--- config.mk ---
export PLATFORM = sky130hd
export DESIGN_NAME = circular_fifo_with_search_unit
export DESIGN_NICKNAME = d
export VERILOG_FILES = /design/src/cfws_pkg.sv /design/src/cfws_ram.sv /design/src/circular_fifo_with_search_unit.sv
export SDC_FILE = /design/constraint.sdc
export NUM_CORES = 2
export LEC_CHECK = 0
export BUFFER_PORTS_ARGS = -buffer_cell sky130_fd_sc_hd__buf_2
export CAP_MARGIN = 20
export CORE_MARGIN = 8
export CORE_UTILIZATION = 50
export CTS_CLUSTER_DIAMETER = 40
export DETAILED_ROUTE_END_ITERATION = 12
export GPL_ROUTABILITY_DRIVEN = 0
export PLACE_DENSITY = 0.64
export SYNTH_ARGS = -nofsm -noshare
export SYNTH_HDL_FRONTEND = slang
export SYNTH_SLANG_ARGS = --single-unit
--- constraint.sdc ---
create_clock -name clock -period 7.1 [get_ports clock]
set_clock_uncertainty 0.2 [all_clocks]
set_input_delay 1.42 -clock clock [delete_from_list [all_inputs] [get_ports clock]]
set_output_delay 1.42 -clock clock [all_outputs]
set_load 0.01 [all_outputs]
--- src/cfws_pkg.sv ---
// Shared constants and codes for the circular FIFO with search.
package cfws_pkg;

   localparam int DEPTH  = 64;
   localparam int SLOT_W = $clog2(DEPTH);
   localparam int CNT_W  = $clog2(DEPTH + 1);
   localparam int DATA_W = 32;
   localparam int KIND_W = 3;
   localparam int STAT_W = 2;

   localparam logic [KIND_W-1:0] OP_ENQ    = 3'd0;
   localparam logic [KIND_W-1:0] OP_DEQ    = 3'd1;
   localparam logic [KIND_W-1:0] OP_PEEK   = 3'd2;
   localparam logic [KIND_W-1:0] OP_SEARCH = 3'd3;
   localparam logic [KIND_W-1:0] OP_CLEAR  = 3'd4;

   localparam logic [STAT_W-1:0] STAT_OK       = 2'd0;
   localparam logic [STAT_W-1:0] STAT_FULL     = 2'd1;
   localparam logic [STAT_W-1:0] STAT_EMPTY    = 2'd2;
   localparam logic [STAT_W-1:0] STAT_NOTFOUND = 2'd3;

endpackage

--- src/cfws_ram.sv ---
// Generic single-write, single-read RAM with registered read data.
module cfws_ram #(
   parameter int WIDTH = 32,
   parameter int DEPTH = 64,
   localparam int ADDR_W = (DEPTH > 1) ? $clog2(DEPTH) : 1
) (
   input  logic              clock,
   input  logic              wr_en,
   input  logic [ADDR_W-1:0] wr_addr,
   input  logic [WIDTH-1:0]  wr_data,
   input  logic [ADDR_W-1:0] rd_addr,
   output logic [WIDTH-1:0]  rd_data
);

   logic [WIDTH-1:0] mem_ff [DEPTH];
   logic [WIDTH-1:0] rd_data_ff;

   always_ff @(posedge clock) begin
      if (wr_en) begin
         mem_ff[wr_addr] <= wr_data;
      end
      rd_data_ff <= mem_ff[rd_addr];
   end

   assign rd_data = rd_data_ff;

endmodule

--- src/circular_fifo_with_search_unit.sv ---
// Top level: ring-buffer FIFO of signed words with a linear key search.
//
// Usage:
//  - Commands enter on start with req_kind and req_value; a command is taken
//    at a clock edge where start is high and busy is low.
//  - Each command yields one transaction on the rsp_ ports, marked by
//    rsp_valid for exactly one cycle; the receiver cannot hold it off.
//  - Enqueue, dequeue, peek, clear, unused kinds and a search of an empty
//    queue: result in the cycle after acceptance, busy stays low, so one
//    command per cycle is sustained.
//  - Search: the ring memory has one read port, so the scan reads one entry
//    per cycle from the oldest. Busy stays high while the scan runs; the first
//    match (counted from the oldest) or a miss after the newest entry ends the
//    scan, and the registered result follows.
//  - csr_we/csr_wdata set the capacity (0 acts as 1, above 64 acts as 64)
//    and empty the queue; write only while idle.
//  - Reset (synchronous, active high) empties the queue and sets the
//    capacity to 64; ring contents are not cleared and need no clearing pass.
module circular_fifo_with_search_unit (
   input  logic                               clock,
   input  logic                               reset,
   input  logic                               start,
   output logic                               busy,
   input  logic [cfws_pkg::KIND_W-1:0]        req_kind,
   input  logic signed [cfws_pkg::DATA_W-1:0] req_value,
   input  logic                               csr_we,
   input  logic [cfws_pkg::CNT_W-1:0]         csr_wdata,
   output logic                               rsp_valid,
   output logic [cfws_pkg::STAT_W-1:0]        rsp_status,
   output logic signed [cfws_pkg::DATA_W-1:0] rsp_data,
   output logic [cfws_pkg::SLOT_W-1:0]        rsp_slot,
   output logic [cfws_pkg::CNT_W-1:0]         rsp_count,
   output logic                               rsp_empty_res,
   output logic                               rsp_full_res
);

   localparam logic ST_IDLE = 1'b0;
   localparam logic ST_SCAN = 1'b1;

   function automatic logic [cfws_pkg::SLOT_W-1:0] advance(
      input logic [cfws_pkg::SLOT_W-1:0] s,
      input logic [cfws_pkg::CNT_W-1:0]  cap
   );
      logic [cfws_pkg::CNT_W-1:0] nxt;
      nxt = {{(cfws_pkg::CNT_W - cfws_pkg::SLOT_W){1'b0}}, s} + cfws_pkg::CNT_W'(1);
      return (nxt >= cap) ? '0 : nxt[cfws_pkg::SLOT_W-1:0];
   endfunction

   logic                                state_ff, state_in;
   logic [cfws_pkg::CNT_W-1:0]          cap_ff, cap_in;
   logic [cfws_pkg::SLOT_W-1:0]         head_ff, head_in;
   logic [cfws_pkg::SLOT_W-1:0]         tail_ff, tail_in;
   logic [cfws_pkg::CNT_W-1:0]          count_ff, count_in;
   logic signed [cfws_pkg::DATA_W-1:0]  key_ff, key_in;
   logic [cfws_pkg::SLOT_W-1:0]         cmp_slot_ff, cmp_slot_in;
   logic [cfws_pkg::SLOT_W-1:0]         scan_addr_ff, scan_addr_in;
   logic [cfws_pkg::CNT_W-1:0]          remain_ff, remain_in;
   logic                                rsp_valid_ff, rsp_valid_in;
   logic                                rd_sel_ff, rd_sel_in;
   logic [cfws_pkg::STAT_W-1:0]         stat_ff, stat_in;
   logic [cfws_pkg::SLOT_W-1:0]         slot_ff, slot_in;
   logic [cfws_pkg::CNT_W-1:0]          rcount_ff, rcount_in;
   logic                                empty_ff, empty_in;
   logic                                full_ff, full_in;
   logic [cfws_pkg::CNT_W-1:0]          csr_cap;

   logic                                ram_we;
   logic [cfws_pkg::SLOT_W-1:0]         ram_rd_addr;
   logic signed [cfws_pkg::DATA_W-1:0]  ram_rdata;

   cfws_ram #(
      .WIDTH (cfws_pkg::DATA_W),
      .DEPTH (cfws_pkg::DEPTH)
   ) u_ring (
      .clock   (clock),
      .wr_en   (ram_we),
      .wr_addr (tail_ff),
      .wr_data (req_value),
      .rd_addr (ram_rd_addr),
      .rd_data (ram_rdata)
   );

   always_comb begin
      if (csr_wdata == '0) begin
         csr_cap = cfws_pkg::CNT_W'(1);
      end else if (csr_wdata > cfws_pkg::CNT_W'(cfws_pkg::DEPTH)) begin
         csr_cap = cfws_pkg::CNT_W'(cfws_pkg::DEPTH);
      end else begin
         csr_cap = csr_wdata;
      end
   end

   always_comb begin
      state_in     = state_ff;
      cap_in       = cap_ff;
      head_in      = head_ff;
      tail_in      = tail_ff;
      count_in     = count_ff;
      key_in       = key_ff;
      cmp_slot_in  = cmp_slot_ff;
      scan_addr_in = scan_addr_ff;
      remain_in    = remain_ff;
      rsp_valid_in = 1'b0;
      rd_sel_in    = 1'b0;
      stat_in      = stat_ff;
      slot_in      = slot_ff;
      ram_we       = 1'b0;
      // idle reads always target the oldest entry for dequeue, peek and search
      ram_rd_addr  = (state_ff == ST_SCAN) ? scan_addr_ff : head_ff;

      if (csr_we) begin
         cap_in   = csr_cap;
         head_in  = '0;
         tail_in  = '0;
         count_in = '0;
      end else if (state_ff == ST_IDLE) begin
         if (start) begin
            rsp_valid_in = 1'b1;
            stat_in      = cfws_pkg::STAT_OK;
            slot_in      = '0;
            case (req_kind)
               cfws_pkg::OP_ENQ: begin
                  if (count_ff >= cap_ff) begin
                     stat_in = cfws_pkg::STAT_FULL;
                  end else begin
                     ram_we   = 1'b1;
                     tail_in  = advance(tail_ff, cap_ff);
                     count_in = count_ff + cfws_pkg::CNT_W'(1);
                  end
               end
               cfws_pkg::OP_DEQ, cfws_pkg::OP_PEEK: begin
                  if (count_ff == '0) begin
                     stat_in = cfws_pkg::STAT_EMPTY;
                  end else begin
                     rd_sel_in = 1'b1;
                     if (req_kind == cfws_pkg::OP_DEQ) begin
                        head_in  = advance(head_ff, cap_ff);
                        count_in = count_ff - cfws_pkg::CNT_W'(1);
                     end
                  end
               end
               cfws_pkg::OP_SEARCH: begin
                  if (count_ff == '0) begin
                     stat_in = cfws_pkg::STAT_NOTFOUND;
                  end else begin
                     // oldest entry is read this cycle; compare it next cycle
                     rsp_valid_in = 1'b0;
                     state_in     = ST_SCAN;
                     key_in       = req_value;
                     cmp_slot_in  = head_ff;
                     scan_addr_in = advance(head_ff, cap_ff);
                     remain_in    = count_ff - cfws_pkg::CNT_W'(1);
                  end
               end
               cfws_pkg::OP_CLEAR: begin
                  head_in  = '0;
                  tail_in  = '0;
                  count_in = '0;
               end
               default: begin
               end
            endcase
         end
      end else begin
         if (ram_rdata == key_ff) begin
            rsp_valid_in = 1'b1;
            stat_in      = cfws_pkg::STAT_OK;
            slot_in      = cmp_slot_ff;
            state_in     = ST_IDLE;
         end else if (remain_ff == '0) begin
            rsp_valid_in = 1'b1;
            stat_in      = cfws_pkg::STAT_NOTFOUND;
            slot_in      = '0;
            state_in     = ST_IDLE;
         end else begin
            // advance the scan: next entry read now, compared next cycle
            cmp_slot_in  = scan_addr_ff;
            scan_addr_in = advance(scan_addr_ff, cap_ff);
            remain_in    = remain_ff - cfws_pkg::CNT_W'(1);
         end
      end

      rcount_in = count_in;
      empty_in  = (count_in == '0);
      full_in   = (count_in == cap_in);
   end

   always_ff @(posedge clock) begin
      if (reset) begin
         state_ff     <= ST_IDLE;
         cap_ff       <= cfws_pkg::CNT_W'(cfws_pkg::DEPTH);
         head_ff      <= '0;
         tail_ff      <= '0;
         count_ff     <= '0;
         rsp_valid_ff <= 1'b0;
         rd_sel_ff    <= 1'b0;
      end else begin
         state_ff     <= state_in;
         cap_ff       <= cap_in;
         head_ff      <= head_in;
         tail_ff      <= tail_in;
         count_ff     <= count_in;
         rsp_valid_ff <= rsp_valid_in;
         rd_sel_ff    <= rd_sel_in;
      end
   end

   always_ff @(posedge clock) begin
      key_ff       <= key_in;
      cmp_slot_ff  <= cmp_slot_in;
      scan_addr_ff <= scan_addr_in;
      remain_ff    <= remain_in;
      stat_ff      <= stat_in;
      slot_ff      <= slot_in;
      rcount_ff    <= rcount_in;
      empty_ff     <= empty_in;
      full_ff      <= full_in;
   end

   assign busy          = (state_ff == ST_SCAN);
   assign rsp_valid     = rsp_valid_ff;
   assign rsp_status    = stat_ff;
   assign rsp_data      = rd_sel_ff ? ram_rdata : '0;
   assign rsp_slot      = slot_ff;
   assign rsp_count     = rcount_ff;
   assign rsp_empty_res = empty_ff;
   assign rsp_full_res  = full_ff;

   a_no_rsp_while_scan: assert property (@(posedge clock) disable iff (reset)
      busy |-> !rsp_valid)
      else $error("result strobe raised during a search scan");

   a_quick_ops_answer: assert property (@(posedge clock) disable iff (reset)
      (start && !busy && !csr_we && req_kind != cfws_pkg::OP_SEARCH) |=> rsp_valid)
      else $error("non-search command did not answer in the next cycle");

   a_count_in_cap: assert property (@(posedge clock) disable iff (reset)
      rsp_valid |-> (rsp_count <= cap_ff))
      else $error("reported count exceeds capacity");

   a_slot_in_cap: assert property (@(posedge clock) disable iff (reset)
      (rsp_valid && rsp_status == cfws_pkg::STAT_OK)
         |-> ({1'b0, rsp_slot} < cap_ff))
      else $error("reported slot outside the ring in use");

endmodule
==> results.tsv <==
metric	value	unit
outcome	completed	
height of the chip	434	um
Initial DRT Pass Iterations	6	
post-route setup slack	1810	ps
vias in the first global route	53800	
Synth area leaders	edfxtp_1 (72%), nand2_1 (9.0%), a311oi_1 (4.8%)	
Total GRT Usage	26.0	%
setup TNS	0	ps
RSZ-0062 raised after global routing	no	
# rows	153	
cts repair resizes	0	
Buf+Inv Stages, Crit Path	3	
Antenna Nets Post-Route	0	
final hold slack	313	ps
r2r setup slk	1810	ps
Critical Path End Type	flip-flop	
R2R cell count	11	
core area	0.174	mm2
final setup violation count	0	
Cell Pwr Density	290	mW/mm2
register area share after synthesis	74.1	%
via count	57000	
Hold Path Class	reg2reg	
Final Max Slew Viols	0	
die area	0.188	mm2
Avg Inst Size Synth	13.0	um2
Initial Utilization	50.3	%
drt via density	6.10	
Clock Sinks	2177	
Worst Path Max Fanout	135	
Critical Path AT	5930	ps
Port Buffer Count	96	
min cycle time layout	5290	ps
CTS root buffer	clkbuf_16	
crit start category	flip-flop	
period utilisation layout	74.5	%
netlist area before placement	0.0873	mm2
CP Class	reg2reg	
CP max stage delay	890	ps
CTS Hold Bufs	0	
P_leak	34.2	nW
end of the worst hold path	cap_ff[6]	
CP required	7740	ps
Post-CTS Repair Setup Buffers	0	
clock latency on the worst-skew pair	920	ps
maximum VDD drop	0.221	mV
most used flip-flop cell after synthesis	edfxtp_1	
reg2reg end	u_ring.rd_data[30]	
Final #Nets	6877	
syn nets	6808	
total power	29.3	mW
CP cell instances	mux2i_4 -> buf_8 -> buf_12 -> buf_4 -> nand2_1 -> and3_1 -> a311oi_1 -> a311oi_1 -> nor3_1 -> nor3_1 -> a21oi_1	
Boundary Pins	97	
yosys warns	0	
Max-slew headroom	21.5	%
Mapped Cells	6727	
drt total wl	251000	um
Slew @ Worst Pin	1170	ps
Max-cap violations	0	
leading area contributor after synthesis	edfxtp_1	
initial antenna violation count	7	
dpl ws	1740	ps
number of cells on the worst hold path	2	
FF-to-FF Start	busy	
Post-DP HPWL	138000	um
placed insts	8806	
CP delay by family, top	simple AND/OR/NAND/NOR gates	
DRC errors left	0	
htree depth	5	
Fin. Hold Viols	0	
Worst-path clk slew	50	ps
first-pass GRT wire length	365000	um
CTS Buf Count	305	
Peak Freq	189	MHz
layout cells sized above 1	11.3	%
fin cells	9349	
Layout Area Growth over Synthesis	15.7	%
Routed wire per std cell	26.9	um
post-synth cell types	53	
#FFs+latches synth	2177	
First DRT Iteration DRCs	7594	
EDFF count, synth	2107	
gr ovfl total	0	
largest net degree at the start of global routing	174	
startpoint of the worst hold path	cap_ff[6]	
clock buffer depth	4	
Die W	434	um
CTS tree	yes	
Async SR Flop Fraction	0	%
post-synth top area share	72.5	%
slowest cell on the critical path	nor3_1	
sequential cells by signal, indices dropped and copies added, names as in the netlist, 2 cells and up:
signal          count
key_ff             32
cmp_slot_ff         6
scan_addr_ff        6
tail_ff             6
head_ff             6
count_ff            7
cap_ff              7
rsp_slot            6
u_ring.mem_ff    2048
rsp_count           7
u_ring.rd_data     32
remain_ff           7
rsp_status          2
final cells by class:
type	count	area, um2
flip-flops and latches	2177	64700
multi-input cells	4042	21100
repair buffers	232	2280
clock buffers	343	8000
well taps	2325	2910
inverters	38	165
fillers	13500	72600
diodes	4	10.0
clock inverters	188	1960
worst min-delay path: stages (launching register included):
cell	delay [ps]
dfxtp_1	310
nor2_1	80
o21bai_1	70
synth_stat cells, types with 2 or more instances:
library cell / instances
edfxtp_1: 2107
nand2_1: 2087
nand3_1: 528
a311oi_1: 482
clkbuf_1: 270
and3_1: 257
buf_2: 168
nor3_1: 146
a21oi_1: 119
nor2_1: 118
dfxtp_1: 70
xnor2_1: 49
and2_1: 40
a31oi_1: 37
ha_1: 35
inv_1: 35
buf_1: 26
o21ai_0: 25
a21o_1: 14
xor2_1: 12
nand4_1: 11
nor4_1: 8
mux2i_1: 7
o32ai_1: 6
a22oi_1: 5
nand2b_1: 5
nand3b_1: 5
or3_1: 5
a22o_1: 4
buf_4: 4
nor2b_1: 4
or2_2: 4
a211oi_1: 3
inv_2: 3
nor3b_1: 3
a211oi_2: 2
buf_6: 2
mux2i_4: 2
o2111ai_1: 2
o21a_1: 2
o22ai_1: 2
o31a_1: 2
cell usage in the layout (no fill, tap or decap), types with 40 or more instances in the layout:
master     netlist  final
nand3_1        528    526
nor2_4           0     64
and2_1          40     40
buf_2          168     73
edfxtp_1      2107   2107
nor3_1         146    144
a311oi_1       482    482
clkbuf_16        0    313
xnor2_1         49     49
buf_4            4    105
nor2_1         118     54
nand2_1       2087   2087
dfxtp_1         70     70
buf_12           0     46
a21oi_1        119    119
and3_1         257    257
how the worst max path moves through the flow:
stage / slack [ps] / depth (start not counted) / endpoint / start
detailed placement: 1740 / 7 / u_ring.mem_ff[35][16] / req_kind[0]
global route: 1710 / 11 / u_ring.rd_data[30] / busy
CTS: 1860 / 11 / u_ring.rd_data[30] / busy
finish: 1810 / 11 / u_ring.rd_data[30] / busy
global placement: 1700 / 10 / u_ring.rd_data[28] / busy
floorplan: 1480 / 3 / key_ff[0] / req_kind[0]
cell families after synthesis:
logic type	Yosys count	synth area share (%)
AO/OA/AOI/OAI	713	6.40
AND/OR/NAND/NOR	3223	15.8
multiplexers	10	0.145
buffers and inverters	508	2.46
adder cells (fa/ha/maj)	35	0.502
XOR/XNOR	61	0.612
flip-flops	2177	74.1
power by group:
part	total [mW]	internal (mW)	switching, mW
clock	14.8	9.16	5.67
sequential	14.1	14.1	0.0169
combinational	0.401	0.0594	0.342
total	29.3	23.3	6.03
routing by layer:
layer	wire length, um	up-vias	GRT usage [%]
met4	13200	0	12.4
met3	24200	495	4.74
met1	99300	28400	36.3
met2	115000	3031	39.7
li1	-	25100	-
met5	0	-	0
per-stage QoR:
step           utilization [%]  cell area (um2)
6_report                  58.2           101000
5_1_grt                   58.2           101000
4_1_cts                   58.1           101000
3_5_place_dp              52.4            90900
3_3_place_gp              52.0            90300
2_1_floorplan                -            87300
Note: power is estimated with default switching activity, not from simulation.
